## src/hw/rtl/s2lab_pkg.sv

```systemverilog
`timescale 1ns / 1ps

package s2lab_pkg;

  // Linear light and the normalized X, Y, Z are Q16 values up to 1.0.
  localparam int LinW  = 17;
  localparam int TW    = 17;
  localparam int RootW = 17;

  // Mixing matrix numerators, rounding term included.
  localparam int MixNumW = 37;
  localparam int MixLowBits = 8;
  localparam longint unsigned CoefXR = 412453;
  localparam longint unsigned CoefXG = 357580;
  localparam longint unsigned CoefXB = 180423;
  localparam longint unsigned CoefYR = 212671;
  localparam longint unsigned CoefYG = 715160;
  localparam longint unsigned CoefYB = 72169;
  localparam longint unsigned CoefZR = 19334;
  localparam longint unsigned CoefZG = 119193;
  localparam longint unsigned CoefZB = 950227;
  localparam longint unsigned RndX = 475228;
  localparam longint unsigned RndY = 500000;
  localparam longint unsigned RndZ = 544377;
  localparam longint unsigned DivX = 950456;
  localparam longint unsigned DivY = 1000000;
  localparam longint unsigned DivZ = 1088754;

  // A Q16 value is on the cube-root branch from this value up.
  localparam logic [TW-1:0] BrightMin = 17'd581;

  // Linear branch of f(): (903292 t + 1048634000) / 116000, t below 1024.
  localparam int DarkTW = 10;
  localparam int DarkNumW = 31;
  localparam int DarkQuoW = 15;
  localparam longint unsigned DarkGain = 903292;
  localparam longint unsigned DarkOffs = 1048634000;
  localparam longint unsigned DivDark = 116000;

  // Dark lightness: (9033 y + 1280) / 2560.
  localparam int LDarkNumW = 23;
  localparam int LDarkQuoW = 11;
  localparam longint unsigned LDarkGain = 9033;
  localparam longint unsigned LDarkOffs = 1280;
  localparam longint unsigned DivLDark = 2560;

  localparam int LW = 15;
  localparam logic [LW-1:0] LMax = 15'd25600;

  // Register stages from input transfer to output register.
  localparam int PipeDepth = 31;

  typedef logic [LinW-1:0] lin_tab_t [256];

  function automatic longint unsigned mul28(longint unsigned a, longint unsigned b);
    return (a * b) >> 28;
  endfunction

  function automatic longint unsigned pow12_q28(longint unsigned b);
    longint unsigned b2, b4, b8;
    b2 = mul28(b, b);
    b4 = mul28(b2, b2);
    b8 = mul28(b4, b4);
    return mul28(b8, b4);
  endfunction

  function automatic longint unsigned pow5_q28(longint unsigned y);
    longint unsigned y2, y4;
    y2 = mul28(y, y);
    y4 = mul28(y2, y2);
    return mul28(y4, y);
  endfunction

  // sRGB transfer curve of one code, Q16, evaluated at elaboration.
  function automatic longint unsigned lin_value(longint unsigned v);
    longint unsigned base, target, lo, hi, mid;
    if (v <= 10) begin
      return (v * 655360 + 16473) / 32946;
    end
    base = (((1000 * v + 14025) << 28) + 134512) / 269025;
    if (base > (64'd1 << 28)) begin
      base = 64'd1 << 28;
    end
    target = pow12_q28(base);
    lo = 0;
    hi = 64'd1 << 28;
    while (lo < hi) begin
      mid = (lo + hi + 1) >> 1;
      if (pow5_q28(mid) <= target) begin
        lo = mid;
      end else begin
        hi = mid - 1;
      end
    end
    return (lo + 2048) >> 12;
  endfunction

  function automatic lin_tab_t lin_table_build();
    lin_tab_t tab;
    for (int v = 0; v < 256; v++) begin
      tab[v] = LinW'(lin_value(longint'(v)));
    end
    return tab;
  endfunction

  localparam lin_tab_t LinTable = lin_table_build();

endpackage

```

## src/hw/rtl/s2lab_mix.sv

```systemverilog
`timescale 1ns / 1ps

// D65 matrix numerators with the rounding term of each division.
module s2lab_mix (
  input  logic                          clk,
  input  logic                          en,
  input  logic [s2lab_pkg::LinW-1:0]    lin_red,
  input  logic [s2lab_pkg::LinW-1:0]    lin_green,
  input  logic [s2lab_pkg::LinW-1:0]    lin_blue,
  output logic [s2lab_pkg::MixNumW-1:0] x_num,
  output logic [s2lab_pkg::MixNumW-1:0] y_num,
  output logic [s2lab_pkg::MixNumW-1:0] z_num
);

  localparam int W = s2lab_pkg::MixNumW;

  logic [W-1:0] r, g, b;
  logic [W-1:0] x_r, y_r, z_r;

  assign r = W'(lin_red);
  assign g = W'(lin_green);
  assign b = W'(lin_blue);

  always_ff @(posedge clk) begin
    if (en) begin
      x_r <= r * W'(s2lab_pkg::CoefXR) + g * W'(s2lab_pkg::CoefXG)
           + b * W'(s2lab_pkg::CoefXB) + W'(s2lab_pkg::RndX);
      y_r <= r * W'(s2lab_pkg::CoefYR) + g * W'(s2lab_pkg::CoefYG)
           + b * W'(s2lab_pkg::CoefYB) + W'(s2lab_pkg::RndY);
      z_r <= r * W'(s2lab_pkg::CoefZR) + g * W'(s2lab_pkg::CoefZG)
           + b * W'(s2lab_pkg::CoefZB) + W'(s2lab_pkg::RndZ);
    end
  end

  assign x_num = x_r;
  assign y_num = y_r;
  assign z_num = z_r;

endmodule

```

## config.mk

```make
export PLATFORM = sky130hd
export DESIGN_NAME = s2lab_mix
export DESIGN_NICKNAME = d
export VERILOG_FILES = /design/src/hw/rtl/s2lab_pkg.sv /design/src/hw/rtl/s2lab_mix.sv
export SDC_FILE = /design/constraint.sdc
export NUM_CORES = 2
export LEC_CHECK = 0
export BUFFER_PORTS_ARGS = -buffer_cell sky130_fd_sc_hd__buf_2
export CORE_MARGIN = 2
export CORE_UTILIZATION = 45
export DETAILED_ROUTE_END_ITERATION = 6
export REMOVE_ABC_BUFFERS = 1
export SYNTH_ARGS = -nofsm -noshare
export SYNTH_HDL_FRONTEND = slang
export SYNTH_SLANG_ARGS = --single-unit
```

## constraint.sdc

```tcl
create_clock -name clk -period 15.35 [get_ports clk]
set_input_delay 3.07 -clock clk [delete_from_list [all_inputs] [get_ports clk]]
set_output_delay 3.07 -clock clk [all_outputs]
set_load 0.005 [all_outputs]
```

==> impl_metrics.tcl <==
set metrics [dict create \
    drive_above_1_share_pct 5.37 \
    end_kind "flop" \
    crit_top_cell "fa_1" \
    grt_setup_unrepaired "false" \
    coreArea_um2 108000 \
    synth_ff_type "edfxtp_1" \
    layout_min_cycle_time_ns 14.26 \
    cts.path.max_buffers 2 \
    fin_nets 7040 \
    die_w_um 334 \
    slew_headroom_pct 33.5 \
    routabilityCongestion 0.977 \
    dr.pass1.iters 5 \
    synth_xor_area_share_pct 2.92 \
    crit_arrival_ns 14.51 \
    cts_max_level 3 \
    synth_fa_ha_area_share_pct 68.8 \
    met1_usage_pct 36.8 \
    post_cts_resized 0 \
    synth_area_per_cell_um2 10.4 \
    synthSimpleGateAreaFrac_pct 3.02 \
    num_vias 32400 \
    clk_pin_slew_ns 0.09 \
    grt_pass1_wl_um 222000 \
    grt_pass1_vias 34300 \
    start_util_pct 45.2 \
    cts_tree "built" \
    min_to "y_num[8]$_DFFE_PP_" \
    worstHoldPathCells 1 \
    min_path_type "primary input to flop" \
    syn_area_um2 49000 \
    cp-start-kind "primary input" \
    required_ns 15.60 \
    crit_slowest_cell "fa_1" \
    rows 121 \
    antenna_found_initial 5 \
    yosysSeqAreaShare_pct 6.74 \
    cts_buffers 9 \
    yosys.area.top_type "fa_1" \
    synth_most_common_cell "inv_1" \
    setup_viol 0 \
    areaGrowthSynthToFinish_pct 6.73 \
    globalRouteOverflowTotal 0 \
    synth_warnings 0 \
    synth-seq-cells 110 \
    synth_top_family_by_area "adder cells" \
    max_slew.worst_pin.slew_ns 0.990 \
    startpoint "lin_green[5]" \
    synth_cells 4721 \
    synthArstFlopShare_pct 0 \
    grt_max_degree 55 \
    hold_viol 0 \
    grtUsageMet3_pct 7.37 \
    cts_sinks 110 \
    fin_area_um2 52300 \
    ant_nets 0 \
    maxCapViolCount 0 \
    numPortBuffers 163 \
    status "finished, final reports clean" \
    drc_errors 0 \
    io_pins 164 \
    die_h_um 334 \
    synth.distinct_cells 66 \
    holdCritStartpoint "en" \
    yosysTopAreaCellShare_pct 44.5 \
    track_usage_pct 28.0 \
    global_route.peak_usage_layer "met2" \
    met2_usage_pct 45.2 \
    synthTopCellsByArea "fa_1 45%, ha_1 24%, inv_1 13%" \
    slowest_delay_ns 0.57 \
    crit_type "primary input to flop" \
    nFillCells 10300 \
    synth_edf_count 110 \
    routed_wl_um 151000 \
    post_dp_cell_area_um2 52000 \
    slew_viol_final 0 \
    cts_setup_buffers 0 \
    drt-wirelength-per-cell_um 23.7 \
    hpwl_um 136000 \
    drt_iter0_drc 1944 \
    fin_crit_sh_pct 92.9 \
    max_freq_mhz 70.1 \
    holdBufCountCts 0 \
    synth_mux_area_share_pct 0.125 \
    synth_compound_area_share_pct 5.30 \
    fin_tns_setup_ns 0 \
    yosys-top-cells-count "1,709 x inv_1, 1,090 x fa_1, 951 x ha_1" \
    cts-root-buf "clkbuf_16" \
    vias_per_cell 5.09 \
    dieArea_um2 112000 \
    critPathMaxFanout 9 \
]
## state kept, by name (all words and copies together), names as in the netlist
signal,flops
x_num,37
y_num,36
z_num,37
## area by class of cell
type / count / area [um^2] / share of cell area [%]
inverter: 1709 / 6410 / 12.3
antenna: 3 / 7.51 / 0.0143
clock inverter: 7 / 82.6 / 0.158
tap: 1414 / 1770 / 3.38
sequential: 110 / 3300 / 6.31
multi-input combinational: 2897 / 39300 / 75.1
clock buffer: 9 / 225 / 0.430
timing repair buffer: 219 / 1240 / 2.37
## worst max-delay path, delay by kind of cell
family | cells | cell delay [ns]
AO/OA/AOI/OAI | 7 | 2.29
XOR/XNOR | 1 | 0.15
adder cells (fa/ha/maj) | 15 | 6.87
buffers and inverters | 9 | 0.96
AND/OR/NAND/NOR | 6 | 1.15
## per-layer routing
| layer | vias to the layer above | wire length, um |
|---|---|---|
| li1 | 14700 | - |
| met1 | 16600 | 61900 |
| met2 | 1000 | 71300 |
| met3 | 179 | 12500 |
| met4 | 8 | 5240 |
| met5 | - | 57 |
## worst max path at each step
stage | end | slack (ns) | depth (start not counted)
2_1_floorplan | y_num[36]$_DFFE_PP_ | 1.91 | 41
3_5_place_dp | x_num[36]$_DFFE_PP_ | 0.66 | 44
6_report | x_num[36]$_DFFE_PP_ | 1.09 | 38
5_1_grt | x_num[36]$_DFFE_PP_ | 0.54 | 43
3_3_place_gp | y_num[36]$_DFFE_PP_ | 0.74 | 44
4_1_cts | x_num[36]$_DFFE_PP_ | 1.08 | 44
## per-stage QoR
stage,worst slack [ns],cells,hold WS [ns],util (%)
detailed placement,0.656,6349,3.32,48.0
global route,0.541,6366,2.87,48.3
finish,1.09,6368,2.87,48.3
CTS,1.08,6365,2.85,48.3
floorplan,1.91,4716,3.18,-
global placement,0.743,6349,3.33,48.0
## placed cells by master, fill, tap and decap left out, types with 7 or more instances in the layout
master     Yosys  final
inv_1       1709   1709
fa_1        1090   1090
ha_1         951    951
buf_2          0    162
xnor2_1      110    110
edfxtp_1     110    110
a21oi_1      108    108
o21ai_0       73     73
nand2_1       68     68
nor2_1        65     65
a21o_1        63     63
buf_4          1     57
xor2_1        51     51
nor3_1        25     25
o21a_1        25     25
o21bai_1      20     20
nand2b_1      18     18
or2_2         17     17
nand3_1       16     16
nor2b_1       15     15
a31oi_1       15     15
a211oi_1      15     15
nand4_1       15     15
and3_1        12     12
a211o_1       10     10
and2_1         9      9
clkbuf_16      0      9
a31o_2         8      8
or3_1          7      7
## logic make-up after synthesis
family          count (synthesis)
buf+inv                      1714
mux                             6
fa+ha+maj                    2041
simple gates                  291
xor+xnor                      162
compound gates                397
flops                         110
Power is not shown: default switching activity piles up to over one toggle a cycle in this logic, so the estimate is an artifact.
