<file path="config.mk">
export PLATFORM = sky130hd
export DESIGN_NAME = s2lab_cdiv
export DESIGN_NICKNAME = d
export VERILOG_FILES = /design/src/hw/rtl/s2lab_cdiv.sv
export SDC_FILE = /design/constraint.sdc
export NUM_CORES = 1
export LEC_CHECK = 0
export ABC_AREA = 0
export BUFFER_PORTS_ARGS = -buffer_cell sky130_fd_sc_hd__buf_2
export CAP_MARGIN = 20
export CELL_PAD_IN_SITES_DETAIL_PLACEMENT = 0
export CELL_PAD_IN_SITES_GLOBAL_PLACEMENT = 1
export CORE_AREA = 2 2 198 200
export DETAILED_ROUTE_END_ITERATION = 6
export DIE_AREA = 0 0 200 202
export MAX_ROUTING_LAYER = met4
export PLACE_DENSITY_LB_ADDON = 0.1
export SLEW_MARGIN = 10
export SYNTH_ARGS = -nofsm -noshare
export SYNTH_HDL_FRONTEND = slang
export SYNTH_SLANG_ARGS = --single-unit
</file>
<file path="constraint.sdc">
create_clock -name clk -period 6.6 [get_ports clk]
set_clock_uncertainty 0.1 [all_clocks]
set_input_delay 0.66 -clock clk [delete_from_list [all_inputs] [get_ports clk]]
set_output_delay 0.66 -clock clk [all_outputs]
set_load 0.1 [all_outputs]
</file>
<file path="src/hw/rtl/s2lab_cdiv.sv">
`timescale 1ns / 1ps

// Division by a constant: reciprocal multiply, back multiply, one correction.
module s2lab_cdiv #(
  parameter int NumW = 37,
  parameter int QuoW = 17,
  parameter int LowBits = 8,
  parameter longint unsigned Divisor = 950456
) (
  input  logic            clk,
  input  logic            en,
  input  logic [NumW-1:0] num,
  output logic [QuoW-1:0] quo
);

  localparam int Shift = NumW + 1;
  localparam int HiW = NumW - LowBits;
  localparam longint unsigned Mult = (64'd1 << Shift) / Divisor;
  localparam int MultW = $clog2(Mult + 1);
  localparam int DivW = $clog2(Divisor + 1);
  localparam int ProdW = HiW + MultW;
  localparam int BackW = QuoW + DivW;

  logic [ProdW-1:0] prod;
  logic [QuoW-1:0]  q1_r, q2_r, quo_r;
  logic [NumW-1:0]  n1_r, n2_r, rem;
  logic [BackW-1:0] back_r;

  // The estimate is low by at most one, since the dropped bits and the
  // truncated reciprocal together lose less than one unit.
  assign prod = ProdW'(num[NumW-1:LowBits]) * ProdW'(Mult);
  assign rem  = n2_r - NumW'(back_r);

  always_ff @(posedge clk) begin
    if (en) begin
      q1_r   <= prod[Shift-LowBits +: QuoW];
      n1_r   <= num;
      back_r <= BackW'(q1_r) * BackW'(Divisor);
      q2_r   <= q1_r;
      n2_r   <= n1_r;
      quo_r  <= q2_r + QuoW'(rem >= NumW'(Divisor));
    end
  end

  assign quo = quo_r;

endmodule

</file>
==> results.cfg, run 1 <==
[run_status]
outcome = finished clean

[setup_path]
regToRegSetupSlack_ps = 510
slowest_stage = fa_1
r2r_end = back_r[35]
cp_data_required_time_ps = 6690
path_cells = buf_2 > ha_1 > inv_1 > fa_1 > inv_1 > ha_1 > fa_1 > fa_1 > inv_1 > fa_1 > inv_1 > ha_1 > a21o_1 > a311oi_1 > a311oi_1 > buf_4 > a311oi_1 > and2_1 > o21ai_1 > and4_1 > o31a_1 > nor3_1 > a21oi_1
crit_arrival_ps = 6330
r2r_cells = 19
worstSetupEndpointType = flop
cp-start-kind = input port
crit_type = input port to flop
critPathMaxStageDelay_ps = 540
regToRegStartpoint = q1_r[2]
critical_path.max_fanout = 6

[route]
via_count = 13000
via_per_inst = 5.13
routed_wl_mm = 42.9
drt_pass1_iterations = 4
drt-initial-drc-count = 528
ant_nets = 0
wl_per_cell_um = 16.9
drc = 0

[finish]
diodes = 0
area_delta_synth_final_pct = 10.1
fin_nets = 2672
layout-drive-gt1-share_pct = 9.13
postLayoutCellArea_um2 = 22100

[synthesis]
synth_most_common_cell = inv_1
synth.avg_cell_area_um2 = 10.8
synth_compound_area_share_pct = 8.77
yosys.area_share.simple_pct = 5.84
ys_seq_elements = 152
synthMuxAreaShare_pct = 0.0999
synth_top_area_share_pct = 27.3
syn_nets = 2528
netlist_area_um2 = 20000
synthXorXnorAreaFrac_pct = 3.28
synth_common_cells = inv_1 (502), ha_1 (358), fa_1 (273), edfxtp_1 (152), a21oi_1 (71)
synth-seq-area-share_pct = 22.8
synth_area_leader_cell = fa_1
synth_fa_ha_area_share_pct = 49.6
synthCells = 1858
ys.flop_type = edfxtp_1
ys_warn_count = 0
synth_top_family_by_area = adder cells
synth_area_leaders = fa_1 (27%), edfxtp_1 (23%), ha_1 (22%), inv_1 (9.4%), xnor2_1 (2.2%)
synth_cell_type_count = 76
synth-edff-count = 152
async_reset_ff_share_pct = 0

[timing]
worst_pin_slew_ps = 855
slew_violations = 0
maxSlewHeadroom_pct = 43.0
hold_violations = 0
rsz0062_at_grt = false
fin_crit_sh_pct = 94.5
fmax_ghz = 0.160
min_period_ps = 6240
setup_viol_count_final = 0

[global_route]
grt_usage_pct = 23.7
grt_max_degree = 84
antenna_found_initial = 1
grt_pass1_vias = 13800
globalRouteOverflowTotal = 0
grt_first_pass_wirelength_mm = 71.1

[job]
max_cap_viol_count = 0

[clock_network]
cts.htree.levels = 4
clk_transition_reported_paths_ps = 60
root_buffer = clkbuf_16
holdBufCountCts = 0
cts_buffer_depth = 2
cts_setup_buffers = 0
cts-resized-gates = 0
cts_buffers = 17
clkSinkCount = 152
clk_latency_ps = 450
cts_tree = built

[floorplan]
core_um2 = 38300
dieArea_um2 = 40400
rows = 72
start_util_pct = 52.3
die_w_um = 200
die_height_um = 202
pin_count = 56

[placement]
hpwl_mm = 37.5
dpl_cell_area_um2 = 21500
gp_congestion = 0.905
io_buffers = 52

[hold_path]
hold_path_end = n1_r[6]
min_path_type = input port to flop
hold_path_depth = 1
hold_path.startpoint = num[6]
==> layer usage <==
layer  routed length [µm]  vias to the layer above  global-route usage (%)  part of all wire [%]
li1                     -                     6399                       -                     -
met1                20600                     6353                    32.9                    48
met2                20200                      202                    37.5                    47
met3                 1220                       45                    2.32                   2.8
met4                  846                        0                    6.48                   2.0
met5                    0                        -                       -                     0
==> worst max path at each step <==
stage                     slack [ps]    start        to
after global placement             7  num[18]  q1_r[15]
after detailed placement         -50  num[18]  q1_r[15]
after global routing              40  num[18]  q1_r[11]
after CTS                        390  num[18]  q1_r[15]
final                            360  num[18]  q1_r[15]
after floorplan                  490  num[26]  q1_r[15]
==> logic make-up after synthesis <==
family / Yosys count
xor gates and xnor gates: 75
and+or+nand+nor: 229
DFF: 152
muxes: 2
adders and majority gates: 631
buffers and inverters: 507
AOI/OAI and AO/OA: 262
==> per-stage QoR <==
| step | worst slack [ps] | hold slack (ps) | TNS, ps | cells | utilization (%) |
|---|---|---|---|---|---|
| finish | 364 | 297 | 0 | 2533 | 57.6 |
| global route | 35.0 | 287 | 0 | 2533 | 57.6 |
| CTS | 387 | 279 | 0 | 2533 | 57.6 |
| detailed placement | -48.6 | 305 | -85.8 | 2501 | 56.2 |
| global placement | 6.74 | 301 | 0 | 2501 | 56.2 |
| floorplan | 494 | 300 | 0 | 1858 | - |
==> state kept, by name, summed over array words and instances, names as in the netlist <==
register / cells
back_r: 33
n2_r: 34
n1_r: 34
q2_r: 17
quo: 17
q1_r: 17
==> critical path, delay by kind of cell <==
family	cells	cell delay, ps
AOI/OAI and AO/OA	7	1390
adders and majority gates	7	3030
buffers and inverters	6	570
and+or+nand+nor	3	670
==> cell usage in the layout (no fill, tap or decap), drive strengths merged, types with 5 or more instances in the layout <==
master   count
o211ai       5
and2         6
o21bai       8
a21o        36
and4         5
a211oi      11
clkinv       5
nand4       12
or3          7
a31oi        8
o21a        13
o21ai       57
clkbuf      18
ha         358
nor4         6
nand2       58
and3        12
edfxtp     152
buf        130
inv        508
o2111ai      5
nor3        14
nand3       25
nor2b       17
a21oi       72
fa         273
nor2        48
nand2b       9
xnor2       51
xor2        24
==> layout make-up <==
class	instances	area (µm²)
Tap cell	518	648
Inverter	502	1880
Clock buffer	18	429
Multi-Input combinational cell	1199	13500
Fill cell	3398	16200
Timing Repair Buffer	130	852
Sequential cell	152	4560
Clock inverter	14	140
Power of run 1 is left out: the tool's default activity adds up to more than one toggle a clock period on the data nets, which glitch-free logic cannot reach.
==> run 2, diff against run 1 <==
Settings changed: BUFFER_PORTS_ARGS -buffer_cell sky130_fd_sc_hd__buf_2 to -buffer_cell sky130_fd_sc_hd__clkbuf_2, CORE_AREA 2 2 198 200 to 2 2 181 219, DIE_AREA 0 0 200 202 to 0 0 183 221.
==> run 2 against run 1 <==
- register-to-register slack hardly changed
- maximum frequency is 0.84% higher
- non-clock buffer count increased by 33
- cell area is 0.90% higher
- critical endpoint unchanged
==> results.cfg, run 2 (synthesis gave the netlist of run 1 again) <==
[setup_path]
crit_arrival_ps = 6280
slowest_stage = fa_1
cp_data_required_time_ps = 6690
critical_path.max_fanout = 4
worstSetupEndpointType = flop
path_cells = clkbuf_2 > ha_1 > inv_1 > fa_1 > inv_1 > ha_1 > fa_1 > fa_1 > inv_1 > fa_1 > inv_1 > ha_1 > a21o_1 > a311oi_1 > a311oi_1 > buf_4 > a311oi_1 > and2_1 > o21ai_1 > and4_1 > o31a_1 > nor3_1 > a21oi_1
critPathMaxStageDelay_ps = 540
cp-start-kind = input port
crit_type = input port to flop

[route]
via_count = 13100
drt-initial-drc-count = 437
routed_wl_mm = 43.7
ant_nets = 0
drc = 0
drt_pass1_iterations = 4
via_per_inst = 5.16
wl_per_cell_um = 17.3

[clock_network]
clk_transition_reported_paths_ps = 60
cts_buffers = 17
clk_latency_ps = 450
cts.htree.levels = 4
cts_tree = built
cts-resized-gates = 0
root_buffer = clkbuf_16
clkSinkCount = 152
holdBufCountCts = 0
cts_buffer_depth = 2
cts_setup_buffers = 0

[timing]
hold_violations = 0
fmax_ghz = 0.162
maxSlewHeadroom_pct = 34.5
slew_violations = 0
rsz0062_at_grt = false
fin_crit_sh_pct = 93.7
worst_pin_slew_ps = 983
min_period_ps = 6180
holdWs_ps = 284
setup_viol_count_final = 0

[global_route]
grt_usage_pct = 23.8
grt_max_degree = 102
grt_first_pass_wirelength_mm = 71.8
globalRouteOverflowTotal = 0
antenna_found_initial = 0
grt_pass1_vias = 14000

[floorplan]
start_util_pct = 52.3
die_height_um = 221
pin_count = 56
rows = 79
core_um2 = 38400
die_w_um = 183
dieArea_um2 = 40400

[finish]
top_regs = n1_r (34), n2_r (34), back_r (33)
instances_no_fill = 2533
regArea_um2 = 4560
layout-drive-gt1-share_pct = 10.6
fillers = 3344
mostFrequentLayoutCells = inv_1 (502), ha_1 (358), fa_1 (273)
fin_nets = 2705
diodes = 0
area_delta_synth_final_pct = 11.1
final_common_cell = inv_1
multi_input_area_um2 = 13500

[run_status]
outcome = finished clean

[placement]
gp_congestion = 0.927
io_buffers = 52
dpl.cell_count = 2502
hpwl_mm = 37.7

[job]
max_cap_viol_count = 0

[hold_path]
min_path_type = input port to flop
==> run 2: cell count changes in the layout (fill, tap and decap cells not counted), sizes merged <==
cell | previous run | this run
bufinv | 1 | 2
clkbuf | 18 | 70
buf | 130 | 112
clkinvlp | 2 | 4
inv | 508 | 503
==> run 2: layout make-up <==
class / instances / area share [%]
Multi-Input combinational cell: 1199 / 60.9
Tap cell: 486 / 2.73
Clock inverter: 12 / 0.573
Sequential cell: 152 / 20.5
Timing Repair Buffer: 163 / 4.94
Clock buffer: 19 / 1.94
Inverter: 502 / 8.46
==> run 2: metrics by stage <==
stage	instance area [µm²]	utilization, %	TNS, ps	worst slack [ps]
2_1_floorplan	20000	-	0	494
3_3_place_gp	21700	56.6	0	14.9
3_5_place_dp	21700	56.6	-0.279	-0.279
4_1_cts	22300	58.1	0	455
5_1_grt	22300	58.1	0	140
6_report	22300	58.1	0	416
==> run 2: path summary, 6_finish.rpt <==
check	startpoint	depth (start not counted)	endpoint	slack [ps]
worst max-delay path	num[16]	23	q1_r[15]	420
worst min-delay path	num[7]	1	n1_r[7]	280
worst max register to register	q1_r[2]	21	back_r[36]	510
worst min register to register	n1_r[31]	0	n2_r[31]	320
==> run 2: critical path: cells and delay by family <==
family          cells  cell delay (ps)
compound gates      7             1430
fa+ha+maj           7             3020
buf+inv             6              530
simple gates        3              640
==> run 2: per-layer routing <==
layer  up-vias  track usage, %  part of all wire (%)
met4         0            7.59                   2.7
li1       6464               -                     -
met3        66            2.57                   2.1
met1      6374            30.0                    45
met5         -               -                     0
met2       162            40.2                    51
Power of run 2 is left out for the same reason.
