`config.mk`:
```
export PLATFORM = sky130hd
export DESIGN_NAME = s2lab_out
export DESIGN_NICKNAME = d
export VERILOG_FILES = /design/src/hw/rtl/s2lab_pkg.sv /design/src/hw/rtl/s2lab_cdiv.sv /design/src/hw/rtl/s2lab_out.sv
export SDC_FILE = /design/constraint.sdc
export NUM_CORES = 1
export LEC_CHECK = 0
export BUFFER_PORTS_ARGS = -buffer_cell sky130_fd_sc_hd__clkbuf_2
export CORE_UTILIZATION = 58
export DETAILED_ROUTE_END_ITERATION = 10
export HOLD_SLACK_MARGIN = 0.15
export PLACE_DENSITY = 0.85
export SYNTH_ARGS = -nofsm -noshare
export SYNTH_HDL_FRONTEND = slang
export SYNTH_SLANG_ARGS = --single-unit
export TNS_END_PERCENT = 10
```
`constraint.sdc`:
```
create_clock -name clk -period 9.5 [get_ports clk]
set_input_delay 0 -clock clk [delete_from_list [all_inputs] [get_ports clk]]
set_output_delay 0 -clock clk [all_outputs]
set_load 0.01 [all_outputs]
```
`src/hw/rtl/s2lab_pkg.sv`:
```
`timescale 1ns / 1ps

package s2lab_pkg;

  // Linear light and the normalized X, Y, Z are Q16 values up to 1.0.
  localparam int LinW  = 17;
  localparam int TW    = 17;
  localparam int RootW = 17;

  // Mixing matrix numerators, rounding term included.
  localparam int MixNumW = 37;
  localparam int MixLowBits = 8;
  localparam longint unsigned CoefXR = 412453;
  localparam longint unsigned CoefXG = 357580;
  localparam longint unsigned CoefXB = 180423;
  localparam longint unsigned CoefYR = 212671;
  localparam longint unsigned CoefYG = 715160;
  localparam longint unsigned CoefYB = 72169;
  localparam longint unsigned CoefZR = 19334;
  localparam longint unsigned CoefZG = 119193;
  localparam longint unsigned CoefZB = 950227;
  localparam longint unsigned RndX = 475228;
  localparam longint unsigned RndY = 500000;
  localparam longint unsigned RndZ = 544377;
  localparam longint unsigned DivX = 950456;
  localparam longint unsigned DivY = 1000000;
  localparam longint unsigned DivZ = 1088754;

  // A Q16 value is on the cube-root branch from this value up.
  localparam logic [TW-1:0] BrightMin = 17'd581;

  // Linear branch of f(): (903292 t + 1048634000) / 116000, t below 1024.
  localparam int DarkTW = 10;
  localparam int DarkNumW = 31;
  localparam int DarkQuoW = 15;
  localparam longint unsigned DarkGain = 903292;
  localparam longint unsigned DarkOffs = 1048634000;
  localparam longint unsigned DivDark = 116000;

  // Dark lightness: (9033 y + 1280) / 2560.
  localparam int LDarkNumW = 23;
  localparam int LDarkQuoW = 11;
  localparam longint unsigned LDarkGain = 9033;
  localparam longint unsigned LDarkOffs = 1280;
  localparam longint unsigned DivLDark = 2560;

  localparam int LW = 15;
  localparam logic [LW-1:0] LMax = 15'd25600;

  // Register stages from input transfer to output register.
  localparam int PipeDepth = 31;

  typedef logic [LinW-1:0] lin_tab_t [256];

  function automatic longint unsigned mul28(longint unsigned a, longint unsigned b);
    return (a * b) >> 28;
  endfunction

  function automatic longint unsigned pow12_q28(longint unsigned b);
    longint unsigned b2, b4, b8;
    b2 = mul28(b, b);
    b4 = mul28(b2, b2);
    b8 = mul28(b4, b4);
    return mul28(b8, b4);
  endfunction

  function automatic longint unsigned pow5_q28(longint unsigned y);
    longint unsigned y2, y4;
    y2 = mul28(y, y);
    y4 = mul28(y2, y2);
    return mul28(y4, y);
  endfunction

  // sRGB transfer curve of one code, Q16, evaluated at elaboration.
  function automatic longint unsigned lin_value(longint unsigned v);
    longint unsigned base, target, lo, hi, mid;
    if (v <= 10) begin
      return (v * 655360 + 16473) / 32946;
    end
    base = (((1000 * v + 14025) << 28) + 134512) / 269025;
    if (base > (64'd1 << 28)) begin
      base = 64'd1 << 28;
    end
    target = pow12_q28(base);
    lo = 0;
    hi = 64'd1 << 28;
    while (lo < hi) begin
      mid = (lo + hi + 1) >> 1;
      if (pow5_q28(mid) <= target) begin
        lo = mid;
      end else begin
        hi = mid - 1;
      end
    end
    return (lo + 2048) >> 12;
  endfunction

  function automatic lin_tab_t lin_table_build();
    lin_tab_t tab;
    for (int v = 0; v < 256; v++) begin
      tab[v] = LinW'(lin_value(longint'(v)));
    end
    return tab;
  endfunction

  localparam lin_tab_t LinTable = lin_table_build();

endpackage

```
`src/hw/rtl/s2lab_cdiv.sv`:
```
`timescale 1ns / 1ps

// Division by a constant: reciprocal multiply, back multiply, one correction.
module s2lab_cdiv #(
  parameter int NumW = 37,
  parameter int QuoW = 17,
  parameter int LowBits = 8,
  parameter longint unsigned Divisor = 950456
) (
  input  logic            clk,
  input  logic            en,
  input  logic [NumW-1:0] num,
  output logic [QuoW-1:0] quo
);

  localparam int Shift = NumW + 1;
  localparam int HiW = NumW - LowBits;
  localparam longint unsigned Mult = (64'd1 << Shift) / Divisor;
  localparam int MultW = $clog2(Mult + 1);
  localparam int DivW = $clog2(Divisor + 1);
  localparam int ProdW = HiW + MultW;
  localparam int BackW = QuoW + DivW;

  logic [ProdW-1:0] prod;
  logic [QuoW-1:0]  q1_r, q2_r, quo_r;
  logic [NumW-1:0]  n1_r, n2_r, rem;
  logic [BackW-1:0] back_r;

  // The estimate is low by at most one, since the dropped bits and the
  // truncated reciprocal together lose less than one unit.
  assign prod = ProdW'(num[NumW-1:LowBits]) * ProdW'(Mult);
  assign rem  = n2_r - NumW'(back_r);

  always_ff @(posedge clk) begin
    if (en) begin
      q1_r   <= prod[Shift-LowBits +: QuoW];
      n1_r   <= num;
      back_r <= BackW'(q1_r) * BackW'(Divisor);
      q2_r   <= q1_r;
      n2_r   <= n1_r;
      quo_r  <= q2_r + QuoW'(rem >= NumW'(Divisor));
    end
  end

  assign quo = quo_r;

endmodule

```
`src/hw/rtl/s2lab_out.sv`:
```
`timescale 1ns / 1ps

// L*, a*, b* from the f() values (dark L* from Y), rounded to Q8 and saturated.
module s2lab_out (
  input  logic                        clk,
  input  logic                        en,
  input  logic [s2lab_pkg::RootW-1:0] fx,
  input  logic [s2lab_pkg::RootW-1:0] fy,
  input  logic [s2lab_pkg::RootW-1:0] fz,
  input  logic [s2lab_pkg::TW-1:0]    y,
  output logic [s2lab_pkg::LW-1:0]    lightness,
  output logic signed [15:0]          green_red,
  output logic signed [15:0]          blue_yellow
);

  localparam int FW = s2lab_pkg::RootW;
  localparam int NW = s2lab_pkg::LDarkNumW;
  localparam int Dly = 4;

  logic [NW-1:0]                   ln_r;
  logic [s2lab_pkg::LDarkQuoW-1:0] l_dark;
  logic [FW-1:0]                   fx_d_r [Dly];
  logic [FW-1:0]                   fy_d_r [Dly];
  logic [FW-1:0]                   fz_d_r [Dly];
  logic [Dly-1:0]                  bright_d_r;

  logic signed [25:0] lb_q16, lb_q8;
  logic [s2lab_pkg::LW-1:0] l_bright, l_nxt;
  logic signed [FW:0]  da, db;
  logic signed [27:0]  pa, pb, ra, rb;
  logic [s2lab_pkg::LW-1:0] l_r;
  logic signed [15:0] a_r, b_r;

  function automatic logic signed [15:0] sat16(logic signed [27:0] v);
    if (v < -28'sd32768) begin
      return -16'sd32768;
    end else if (v > 28'sd32767) begin
      return 16'sd32767;
    end
    return v[15:0];
  endfunction

  always_ff @(posedge clk) begin
    if (en) begin
      ln_r <= NW'(y[s2lab_pkg::DarkTW-1:0]) * NW'(s2lab_pkg::LDarkGain)
            + NW'(s2lab_pkg::LDarkOffs);
      fx_d_r[0] <= fx;
      fy_d_r[0] <= fy;
      fz_d_r[0] <= fz;
      bright_d_r[0] <= (y >= s2lab_pkg::BrightMin);
      for (int i = 1; i < Dly; i++) begin
        fx_d_r[i] <= fx_d_r[i-1];
        fy_d_r[i] <= fy_d_r[i-1];
        fz_d_r[i] <= fz_d_r[i-1];
        bright_d_r[i] <= bright_d_r[i-1];
      end
    end
  end

  s2lab_cdiv #(
    .NumW    (NW),
    .QuoW    (s2lab_pkg::LDarkQuoW),
    .LowBits (0),
    .Divisor (s2lab_pkg::DivLDark)
  ) u_ldark_div (
    .clk (clk),
    .en  (en),
    .num (ln_r),
    .quo (l_dark)
  );

  always_comb begin
    lb_q16 = $signed(26'(fy_d_r[Dly-1])) * 26'sd116 - 26'sd1048576;
    lb_q8  = (lb_q16 + 26'sd128) >>> 8;
    if (lb_q8 < 26'sd0) begin
      l_bright = '0;
    end else if (lb_q8 > 26'sd25600) begin
      l_bright = s2lab_pkg::LMax;
    end else begin
      l_bright = lb_q8[s2lab_pkg::LW-1:0];
    end
    l_nxt = bright_d_r[Dly-1] ? l_bright : s2lab_pkg::LW'(l_dark);

    da = $signed({1'b0, fx_d_r[Dly-1]}) - $signed({1'b0, fy_d_r[Dly-1]});
    db = $signed({1'b0, fy_d_r[Dly-1]}) - $signed({1'b0, fz_d_r[Dly-1]});
    pa = 28'(da) * 28'sd500;
    pb = 28'(db) * 28'sd200;
    ra = (pa + 28'sd128) >>> 8;
    rb = (pb + 28'sd128) >>> 8;
  end

  always_ff @(posedge clk) begin
    if (en) begin
      l_r <= l_nxt;
      a_r <= sat16(ra);
      b_r <= sat16(rb);
    end
  end

  assign lightness   = l_r;
  assign green_red   = a_r;
  assign blue_yellow = b_r;

endmodule

```
==> results_dict.tcl <==
set metrics [dict create \
    status "finished clean" \
    layout_common_cells "inv_1, ha_1, edfxtp_1" \
    antenna_found_initial 0 \
    slowest_delay_ps 620 \
    synthFlopType "edfxtp_1" \
    drt_iter0_drc 938 \
    fin_ws_ps 369 \
    grt_start_max_net_pins 77 \
    cpMostUsedCell "inv_1" \
    met2WireLength_um 32400 \
    period_share_pct 96.1 \
    grt_pass1_wl_um 99200 \
    cp-start-kind "register" \
    ios 117 \
    grt_pass1_vias 20762 \
    drive_gt1_share_pct 7.93 \
    max_freq_ghz 0.110 \
    grt_util_all_layers_pct 24.4 \
    syn_inst 2580 \
    ant_nets 0 \
    rows 81 \
    place_congestion 0.905 \
    cts_max_level 2 \
    vias 19410 \
    cp_max_fo 15 \
    hp-class "in2reg" \
    numCtsBuffers 37 \
    cts_tree "done" \
    dr.max_layer_used "met4" \
    skew_ps 16.3 \
    area_delta_synth_final_pct 11.9 \
    antenna_cells 0 \
    slew_violations 0 \
    max_cap_violations 0 \
    io_buffers 116 \
    synth_edf_count 351 \
    arrival_ps 9400 \
    hold_violations 0 \
    seq_area_frac_synth_pct 36.2 \
    final.setup.tns_ps 0 \
    worstPathRequired_ps 9770 \
    dpl_worst_slack_ps 9.36 \
    setup_viol 0 \
    insertion_delay_ps 560 \
    initial_core_util_pct 59.1 \
    crit_type "reg2reg" \
    synth.distinct_cells 88 \
    syn_avg_cell_area_um2 11.3 \
    fp.dieH_um 226 \
    path_clk_slew_ps 60 \
    drcViolationCount 0 \
    post_drt_wl_per_cell_um 17.1 \
    clkSinkCount 351 \
    cts_buffer_depth 3 \
    core_area_um2 49300 \
    dieArea_um2 51100 \
    syn_area_um2 29100 \
    fin_util_pct 66.1 \
    grt_overflow 0 \
    die_w_um 226 \
    dr_wl_met3_um 1830 \
    cts_root_buf "clkbuf_16" \
    wl_met1_um 23400 \
    end_kind "register" \
    ys_warn_count 0 \
    dpl.hpwl_um 46300 \
    post-route-min-period_ps 9130 \
    wl_um 59800 \
    mostFrequentLayoutCell "inv_1" \
    worst_pin_slew_ps 1070 \
    drt_first_pass_iters 5 \
    relSlewSlack_pct 27.8 \
    async_flop_share_pct 0 \
    crit_slowest_cell "or4b_2" \
    via_per_inst 5.54 \
    ys_ff_latch 351 \
    finalNetCount 3524 \
]
==> kinds of logic (layout without fill, tap and decap cells) <==
| group | Yosys count | after routing | synth area share (%) |
|---|---|---|---|
| compound gates | 432 | 432 | 9.73 |
| fa+ha+maj | 644 | 644 | 33.3 |
| simple gates | 440 | 440 | 8.10 |
| buf+inv | 523 | 780 | 6.81 |
| other cells | 1 | 2 | 0.0129 |
| flops | 351 | 351 | 36.2 |
| mux | 3 | 3 | 0.107 |
| xor+xnor | 186 | 186 | 5.72 |
==> path summary, 6_finish.rpt <==
kind	startpoint	slack [ps]	to	depth (start not counted)
setup / recovery	fx_d_r[3][0]	370	green_red[5]	34
hold / removal	fy[12]	170	fy_d_r[0][12]	2
setup reg to reg	fx_d_r[3][0]	370	green_red[5]	34
hold reg to reg	fy_d_r[1][9]	410	fy_d_r[2][9]	0
==> metal layers <==
layer	GRT usage, %	vias to the layer above
li1	-	9404
met1	27.1	9462
met2	46.6	395
met3	3.12	149
met4	9.96	0
met5	0	-
==> area by class of cell <==
type | count | area (um^2)
clock buffers | 46 | 960
clock inverters | 20 | 214
fillers | 3617 | 16700
inverters | 500 | 1880
multi-input cells | 1707 | 16600
flip-flops and latches | 351 | 10500
well taps | 664 | 831
repair buffers | 214 | 1530
==> cell usage after synthesis (11+ instances only) <==
master / count / area [um^2]
a21o_1: 46 / 345
o21bai_1: 19 / 143
o21ai_1: 11 / 55.1
fa_1: 220 / 4400
clkbuf_1: 12 / 45.0
inv_1: 500 / 1880
nand3_1: 44 / 220
or3_1: 17 / 106
o211ai_1: 13 / 97.6
xor2_1: 63 / 552
nor3_1: 39 / 195
o21a_1: 23 / 173
nor2_1: 84 / 315
and2_1: 15 / 93.8
edfxtp_1: 351 / 10500
a211oi_1: 12 / 90.1
ha_1: 423 / 5290
nand4_1: 17 / 106
xnor2_1: 120 / 1050
a21oi_1: 111 / 556
nand2_1: 85 / 319
a31oi_1: 19 / 119
and3_1: 26 / 163
nand2b_1: 20 / 125
nor2b_1: 25 / 156
o21ai_0: 87 / 435
==> worst max-delay path, delay by kind of cell (launching register included) <==
kind | cells | cell delay [ps]
AOI/OAI and AO/OA | 14 | 3040
adders and majority gates | 7 | 2860
and+or+nand+nor | 6 | 2030
buffers and inverters | 7 | 550
DFF | 1 | 370
==> sequential cells by signal (all words and copies together) (netlist names) <==
register            flops
fx_d_r                 68
fy_d_r                 68
fz_d_r                 68
ln_r                   23
blue_yellow            16
green_red              16
lightness              15
u_ldark_div.n1_r       14
u_ldark_div.n2_r       14
u_ldark_div.back_r     12
u_ldark_div.q1_r       11
u_ldark_div.q2_r       11
u_ldark_div.quo        11
bright_d_r              4
==> what timing repair did <==
item | CTS | global route
setup endpoints to repair | 1 | 15
hold endpoints to repair | 131 | 0
gates resized for setup | 0 | 9
hold buffers | 77 | 0
buffers inserted | 1 | 4
pin swaps | 1 | 2
==> stage by stage <==
stage | hold slack, ps | cells | instance area (um^2)
2_1_floorplan | 98.9 | 2581 | 29100
3_3_place_gp | 178 | 3354 | 30600
3_5_place_dp | 179 | 3354 | 30600
4_1_cts | 151 | 3498 | 32500
5_1_grt | 154 | 3502 | 32600
6_report | 168 | 3502 | 32600
Power is not shown: default switching activity piles up to over one toggle a cycle in this logic, so the estimate is an artifact.
