### src/hw/rtl/s2lab_pkg.sv
`timescale 1ns / 1ps

package s2lab_pkg;

  // Linear light and the normalized X, Y, Z are Q16 values up to 1.0.
  localparam int LinW  = 17;
  localparam int TW    = 17;
  localparam int RootW = 17;

  // Mixing matrix numerators, rounding term included.
  localparam int MixNumW = 37;
  localparam int MixLowBits = 8;
  localparam longint unsigned CoefXR = 412453;
  localparam longint unsigned CoefXG = 357580;
  localparam longint unsigned CoefXB = 180423;
  localparam longint unsigned CoefYR = 212671;
  localparam longint unsigned CoefYG = 715160;
  localparam longint unsigned CoefYB = 72169;
  localparam longint unsigned CoefZR = 19334;
  localparam longint unsigned CoefZG = 119193;
  localparam longint unsigned CoefZB = 950227;
  localparam longint unsigned RndX = 475228;
  localparam longint unsigned RndY = 500000;
  localparam longint unsigned RndZ = 544377;
  localparam longint unsigned DivX = 950456;
  localparam longint unsigned DivY = 1000000;
  localparam longint unsigned DivZ = 1088754;

  // A Q16 value is on the cube-root branch from this value up.
  localparam logic [TW-1:0] BrightMin = 17'd581;

  // Linear branch of f(): (903292 t + 1048634000) / 116000, t below 1024.
  localparam int DarkTW = 10;
  localparam int DarkNumW = 31;
  localparam int DarkQuoW = 15;
  localparam longint unsigned DarkGain = 903292;
  localparam longint unsigned DarkOffs = 1048634000;
  localparam longint unsigned DivDark = 116000;

  // Dark lightness: (9033 y + 1280) / 2560.
  localparam int LDarkNumW = 23;
  localparam int LDarkQuoW = 11;
  localparam longint unsigned LDarkGain = 9033;
  localparam longint unsigned LDarkOffs = 1280;
  localparam longint unsigned DivLDark = 2560;

  localparam int LW = 15;
  localparam logic [LW-1:0] LMax = 15'd25600;

  // Register stages from input transfer to output register.
  localparam int PipeDepth = 31;

  typedef logic [LinW-1:0] lin_tab_t [256];

  function automatic longint unsigned mul28(longint unsigned a, longint unsigned b);
    return (a * b) >> 28;
  endfunction

  function automatic longint unsigned pow12_q28(longint unsigned b);
    longint unsigned b2, b4, b8;
    b2 = mul28(b, b);
    b4 = mul28(b2, b2);
    b8 = mul28(b4, b4);
    return mul28(b8, b4);
  endfunction

  function automatic longint unsigned pow5_q28(longint unsigned y);
    longint unsigned y2, y4;
    y2 = mul28(y, y);
    y4 = mul28(y2, y2);
    return mul28(y4, y);
  endfunction

  // sRGB transfer curve of one code, Q16, evaluated at elaboration.
  function automatic longint unsigned lin_value(longint unsigned v);
    longint unsigned base, target, lo, hi, mid;
    if (v <= 10) begin
      return (v * 655360 + 16473) / 32946;
    end
    base = (((1000 * v + 14025) << 28) + 134512) / 269025;
    if (base > (64'd1 << 28)) begin
      base = 64'd1 << 28;
    end
    target = pow12_q28(base);
    lo = 0;
    hi = 64'd1 << 28;
    while (lo < hi) begin
      mid = (lo + hi + 1) >> 1;
      if (pow5_q28(mid) <= target) begin
        lo = mid;
      end else begin
        hi = mid - 1;
      end
    end
    return (lo + 2048) >> 12;
  endfunction

  function automatic lin_tab_t lin_table_build();
    lin_tab_t tab;
    for (int v = 0; v < 256; v++) begin
      tab[v] = LinW'(lin_value(longint'(v)));
    end
    return tab;
  endfunction

  localparam lin_tab_t LinTable = lin_table_build();

endpackage

### src/hw/rtl/s2lab_cdiv.sv
`timescale 1ns / 1ps

// Division by a constant: reciprocal multiply, back multiply, one correction.
module s2lab_cdiv #(
  parameter int NumW = 37,
  parameter int QuoW = 17,
  parameter int LowBits = 8,
  parameter longint unsigned Divisor = 950456
) (
  input  logic            clk,
  input  logic            en,
  input  logic [NumW-1:0] num,
  output logic [QuoW-1:0] quo
);

  localparam int Shift = NumW + 1;
  localparam int HiW = NumW - LowBits;
  localparam longint unsigned Mult = (64'd1 << Shift) / Divisor;
  localparam int MultW = $clog2(Mult + 1);
  localparam int DivW = $clog2(Divisor + 1);
  localparam int ProdW = HiW + MultW;
  localparam int BackW = QuoW + DivW;

  logic [ProdW-1:0] prod;
  logic [QuoW-1:0]  q1_r, q2_r, quo_r;
  logic [NumW-1:0]  n1_r, n2_r, rem;
  logic [BackW-1:0] back_r;

  // The estimate is low by at most one, since the dropped bits and the
  // truncated reciprocal together lose less than one unit.
  assign prod = ProdW'(num[NumW-1:LowBits]) * ProdW'(Mult);
  assign rem  = n2_r - NumW'(back_r);

  always_ff @(posedge clk) begin
    if (en) begin
      q1_r   <= prod[Shift-LowBits +: QuoW];
      n1_r   <= num;
      back_r <= BackW'(q1_r) * BackW'(Divisor);
      q2_r   <= q1_r;
      n2_r   <= n1_r;
      quo_r  <= q2_r + QuoW'(rem >= NumW'(Divisor));
    end
  end

  assign quo = quo_r;

endmodule

### src/hw/rtl/s2lab_cbrt.sv
`timescale 1ns / 1ps

// Cube root of t * 2^32, one result bit per stage. Each stage keeps the
// partial root with its square and cube, so a trial needs adds only.
module s2lab_cbrt (
  input  logic                        clk,
  input  logic                        en,
  input  logic [s2lab_pkg::TW-1:0]    t_in,
  output logic [s2lab_pkg::RootW-1:0] root,
  output logic [s2lab_pkg::TW-1:0]    t_out
);

  localparam int RW = s2lab_pkg::RootW;
  localparam int SqW = 2 * RW;
  localparam int CuW = 3 * RW;

  logic [RW-1:0]               c_r  [RW];
  logic [SqW-1:0]              c2_r [RW];
  logic [CuW-1:0]              c3_r [RW];
  logic [s2lab_pkg::TW-1:0]    t_r  [RW];

  for (genvar i = 0; i < RW; i++) begin : g_stage
    localparam int K = RW - 1 - i;

    logic [RW-1:0]            pc, nc;
    logic [SqW-1:0]           pc2, nc2, cc2;
    logic [CuW-1:0]           pc3, nc3;
    logic [CuW:0]             cand3;
    logic [s2lab_pkg::TW-1:0] pt;

    if (i == 0) begin : g_first
      assign pc  = '0;
      assign pc2 = '0;
      assign pc3 = '0;
      assign pt  = t_in;
    end else begin : g_next
      assign pc  = c_r[i-1];
      assign pc2 = c2_r[i-1];
      assign pc3 = c3_r[i-1];
      assign pt  = t_r[i-1];
    end

    always_comb begin
      // (c + 2^K)^3 = c^3 + 3 c^2 2^K + 3 c 2^2K + 2^3K
      cand3 = (CuW+1)'(pc3)
            + ((CuW+1)'(pc2) << (K + 1)) + ((CuW+1)'(pc2) << K)
            + ((CuW+1)'(pc) << (2 * K + 1)) + ((CuW+1)'(pc) << (2 * K))
            + ((CuW+1)'(1) << (3 * K));
      cc2 = pc2 + (SqW'(pc) << (K + 1)) + (SqW'(1) << (2 * K));
      if (cand3 <= {3'b000, pt, 32'h0}) begin
        nc  = pc | (RW'(1) << K);
        nc2 = cc2;
        nc3 = cand3[CuW-1:0];
      end else begin
        nc  = pc;
        nc2 = pc2;
        nc3 = pc3;
      end
    end

    always_ff @(posedge clk) begin
      if (en) begin
        c_r[i]  <= nc;
        c2_r[i] <= nc2;
        c3_r[i] <= nc3;
        t_r[i]  <= pt;
      end
    end
  end

  assign root  = c_r[RW-1];
  assign t_out = t_r[RW-1];

endmodule

### src/hw/rtl/s2lab_labf.sv
`timescale 1ns / 1ps

// CIE f() of one Q16 value: cube root above the knee, linear below it.
module s2lab_labf (
  input  logic                        clk,
  input  logic                        en,
  input  logic [s2lab_pkg::TW-1:0]    t_in,
  output logic [s2lab_pkg::RootW-1:0] f_out,
  output logic [s2lab_pkg::TW-1:0]    t_out
);

  localparam int DW = s2lab_pkg::DarkNumW;
  localparam int Dly = 4;

  logic [s2lab_pkg::RootW-1:0]    root;
  logic [s2lab_pkg::TW-1:0]       t_c;
  logic [DW-1:0]                  dn_r;
  logic [s2lab_pkg::DarkQuoW-1:0] dark_q;
  logic [s2lab_pkg::RootW-1:0]    root_d_r [Dly];
  logic [s2lab_pkg::TW-1:0]       t_d_r    [Dly];

  s2lab_cbrt u_cbrt (
    .clk   (clk),
    .en    (en),
    .t_in  (t_in),
    .root  (root),
    .t_out (t_c)
  );

  // Only values below the knee use this branch, so ten bits of t suffice.
  always_ff @(posedge clk) begin
    if (en) begin
      dn_r <= DW'(t_c[s2lab_pkg::DarkTW-1:0]) * DW'(s2lab_pkg::DarkGain)
            + DW'(s2lab_pkg::DarkOffs);
      root_d_r[0] <= root;
      t_d_r[0]    <= t_c;
      for (int i = 1; i < Dly; i++) begin
        root_d_r[i] <= root_d_r[i-1];
        t_d_r[i]    <= t_d_r[i-1];
      end
    end
  end

  s2lab_cdiv #(
    .NumW    (DW),
    .QuoW    (s2lab_pkg::DarkQuoW),
    .LowBits (0),
    .Divisor (s2lab_pkg::DivDark)
  ) u_dark_div (
    .clk (clk),
    .en  (en),
    .num (dn_r),
    .quo (dark_q)
  );

  assign f_out = (t_d_r[Dly-1] >= s2lab_pkg::BrightMin) ? root_d_r[Dly-1]
                                                        : s2lab_pkg::RootW'(dark_q);
  assign t_out = t_d_r[Dly-1];

endmodule

### config.mk
export PLATFORM = sky130hd
export DESIGN_NAME = s2lab_labf
export DESIGN_NICKNAME = d
export VERILOG_FILES = /design/src/hw/rtl/s2lab_pkg.sv /design/src/hw/rtl/s2lab_cdiv.sv /design/src/hw/rtl/s2lab_cbrt.sv /design/src/hw/rtl/s2lab_labf.sv
export SDC_FILE = /design/constraint.sdc
export NUM_CORES = 2
export LEC_CHECK = 0
export BUFFER_PORTS_ARGS = -buffer_cell sky130_fd_sc_hd__buf_2
export CAP_MARGIN = 30
export CORE_MARGIN = 3
export CORE_UTILIZATION = 59
export DETAILED_ROUTE_END_ITERATION = 7
export PLACE_DENSITY = 0.78
export REMOVE_ABC_BUFFERS = 1
export SYNTH_ARGS = -nofsm -noshare
export SYNTH_HDL_FRONTEND = slang
export SYNTH_SLANG_ARGS = --single-unit
### constraint.sdc
create_clock -name clk -period 7.75 [get_ports clk]
set_input_delay 1.55 -clock clk [delete_from_list [all_inputs] [get_ports clk]]
set_output_delay 1.55 -clock clk [all_outputs]
set_load 0.05 [all_outputs]
==> metrics.csv <==
stage,metric,value,unit
grt,largest net degree at the start of global routing,187,
drt,DRC Markers,0,
final_layout,Fill cells,12200,
floorplanning,die width,420,um
clocking,Root Driver,clkbuf_16,
drt,vias per cell,5.71,
final_layout,fin nets,11100,
yosys,largest area contributor in the netlist,edfxtp_1,
timing,Fin. Hold Viols,0,
worst_setup_path,startpoint types,flip-flop,
yosys,Simple-Gate Fraction of Synth Area,7.26,%
timing,actual slew at the worst max-slew pin,1.36,ns
floorplanning,Core ar.,0.170,mm^2
yosys,Adder-Cell Fraction of Synth Area,29.2,%
yosys,Post-Syn Area,0.101,mm^2
floorplanning,Starting Density,59.6,%
flow_run,max_cap viols,0,
hold_path,Worst Hold Class,reg2reg,
clocking,clk sinks,1352,
hold_path,hold_sp,t_d_r[0][1],
timing,Fin Hold WS,0.415,ns
clocking,clock slew at reported path FFs,0.07,ns
clocking,Clock Path Buffers,3,
yosys,"FF+latch count, synth",1352,
floorplanning,Die ar.,0.177,mm^2
clocking,htree depth,4,
yosys,top cell type's share of synthesized area,40.1,%
place,Port Buffers,52,
timing,Slew Limit Fails,0,
worst_setup_path,CP Capture Type,flip-flop,
drt,DR iter-0 viols,3422,
yosys,Synth Instances,8724,
final_layout,Final Util,66.1,%
drt,Pre-antenna DRT Iters,8,
yosys,Synth area leaders,"edfxtp_1, ha_1, fa_1",
clocking,hold buffers post-CTS,0,
yosys,Synth Flop Type,edfxtp_1,
worst_setup_path,critical path's slowest cell,fa_1,
clocking,Num CTS Buffers,153,
final_layout,layout cells sized above 1,10.1,%
worst_setup_path,biggest cell delay along the critical path,0.53,ns
worst_setup_path,most numerous cell on the critical path,buf_4,
grt,vias in the first global route,69000,
yosys,post-synthesis sequential area ratio,40.1,%
timing,clock skew,0.0290,ns
floorplanning,# rows,151,
yosys,most common cell in the netlist,ha_1,
clocking,CTS tree,done,
grt,GRT overflow,0,
worst_setup_path,FF-to-FF Start,u_cbrt.c3_r[0][723],
drt,routed vias,65200,
drt,Post-Route WL,218000,um
run_status,status,"finished, final reports clean",
grt,global-route wire length before repair,346000,um
timing,period utilization,98.5,%
timing,PnR worst setup slack,0.115,ns
yosys,complex-gate fraction of the synthesized area,9.58,%
grt,total track usage,24.6,%
worst_setup_path,"Arr. time, crit path",8.17,ns
grt,initial antenna violation count,0,
yosys,top post-synthesis cells by count,"ha_1, inv_1, edfxtp_1",
drt,ANT nets after route,0,
timing,Fin Setup TNS,0,ns
clocking,"Clk Latency, worst-skew pair",0.81,ns
worst_setup_path,crit path from,u_cbrt.c3_r[0][723],
timing,worst rel slew slack,9.09,%
place,routability cong.,0.939,
worst_setup_path,CP Class,reg2reg,
floorplanning,die outline height,420,um
floorplanning,I/O pin cnt,53,
yosys,Post-synth ARST share,0,%
yosys,xor/xnor share of the synthesized area,5.93,%
timing,fmax,131,MHz
place,Post-Place Worst Slack,-0.174,ns
yosys,Post-Syn Area per Cell,11.6,um^2
place,hpwl dp,169000,um
yosys,mux contribution to synthesized area,2.33,%
drt,WL/cell,19.0,um
worst_setup_path,R2R Setup Slk,0.12,ns
yosys,"EDFF count, synth",1352,
timing,Final min period,7.63,ns
worst_setup_path,crit-path max FO,6,
yosys,largest family of logic cells by synthesized area,adder cells,
yosys,synth unique cells,106,
worst_setup_path,WP data required,8.28,ns
final_layout,Area Overhead vs Synth,10.9,%
yosys,Yosys Warn Count,0,
timing,"Setup violations, final",0,
==> final timing paths <==
| path | endpoint | depth (start not counted) |
|---|---|---|
| worst max register to register | u_cbrt.c3_r[0][775] | 36 |
| worst min register to register | t_d_r[1][1] | 0 |
| worst max-delay path | u_cbrt.c3_r[0][775] | 36 |
| worst min-delay path | t_d_r[1][1] | 0 |
==> cell usage in the layout (no fill, tap or decap), types with 23 or more instances in the layout <==
master	count
a211oi_1	38
a21o_1	223
a21oi_1	421
a31oi_1	42
and2_1	42
and3_1	63
buf_2	51
buf_4	211
bufinv_16	33
clkbuf_16	162
edfxtp_1	1352
fa_1	586
ha_1	1409
inv_1	1374
inv_2	23
mux2_2	189
nand2_1	396
nand2b_1	80
nand3_1	130
nand4_1	79
nor2_1	290
nor2b_1	83
nor3_1	92
nor4_1	26
o21a_1	79
o21ai_0	312
o21ai_1	29
o21bai_1	108
o31ai_1	25
or2_2	35
xnor2_1	426
xor2_1	258
==> logic make-up after synthesis <==
family / count (synthesis)
AND/OR/NAND/NOR: 1458
other: 1
adder cells (fa/ha/maj): 2007
flip-flops: 1352
XOR/XNOR: 685
buffers and inverters: 1501
AO/OA/AOI/OAI: 1508
multiplexers: 212
==> final cells by class <==
class                      count  area (um^2)  area share [%]
sequential                  1352        40600            36.2
antenna                        1         2.50         0.00223
inverter                    1398         5250            4.68
tap                         2218         2780            2.47
clock buffer                 178         3990            3.55
timing repair buffer         300         2610            2.33
multi-input combinational   5872        55600            49.5
clock inverter                99         1490            1.33
==> critical path: cells and delay by family (launching register included) <==
kind	cells	cell delay, ns
buf+inv	11	1.37
flops	1	0.35
compound gates	14	2.61
simple gates	5	0.90
xor+xnor	1	0.13
fa+ha+maj	5	2.01
==> sequential cells by signal (all words and copies together), names as in the netlist <==
register           flops
u_cbrt.c2_r          239
dn_r                  29
t_d_r                 67
root_d_r              68
u_dark_div.quo        15
u_cbrt.c_r           137
u_dark_div.back_r     23
u_dark_div.q1_r       15
u_cbrt.t_r           289
u_dark_div.n1_r       26
u_dark_div.n2_r       26
u_cbrt.c3_r          403
u_dark_div.q2_r       15
==> layer usage <==
metal	up-vias	wire length (um)	GRT usage, %
li1	31200	-	-
met2	1417	118000	47.2
met1	31900	80100	26.2
met5	-	0	0
met4	0	12000	12.2
met3	614	6970	3.12
==> per-stage QoR <==
step | instances | cell area (um^2)
after floorplan | 8622 | 101000
after global placement | 11100 | 106000
after detailed placement | 11100 | 106000
after CTS | 11400 | 111000
after global routing | 11400 | 112000
final | 11400 | 112000
==> repair_timing <==
action	in CTS	in global routing
cloned	0	6
gates resized for setup	14	126
buffers inserted	3	36
pin swaps	8	60
endpoints found under the setup margin	152	414
Power is not shown: default switching activity piles up to over one toggle a cycle in this logic, so the estimate is an artifact.
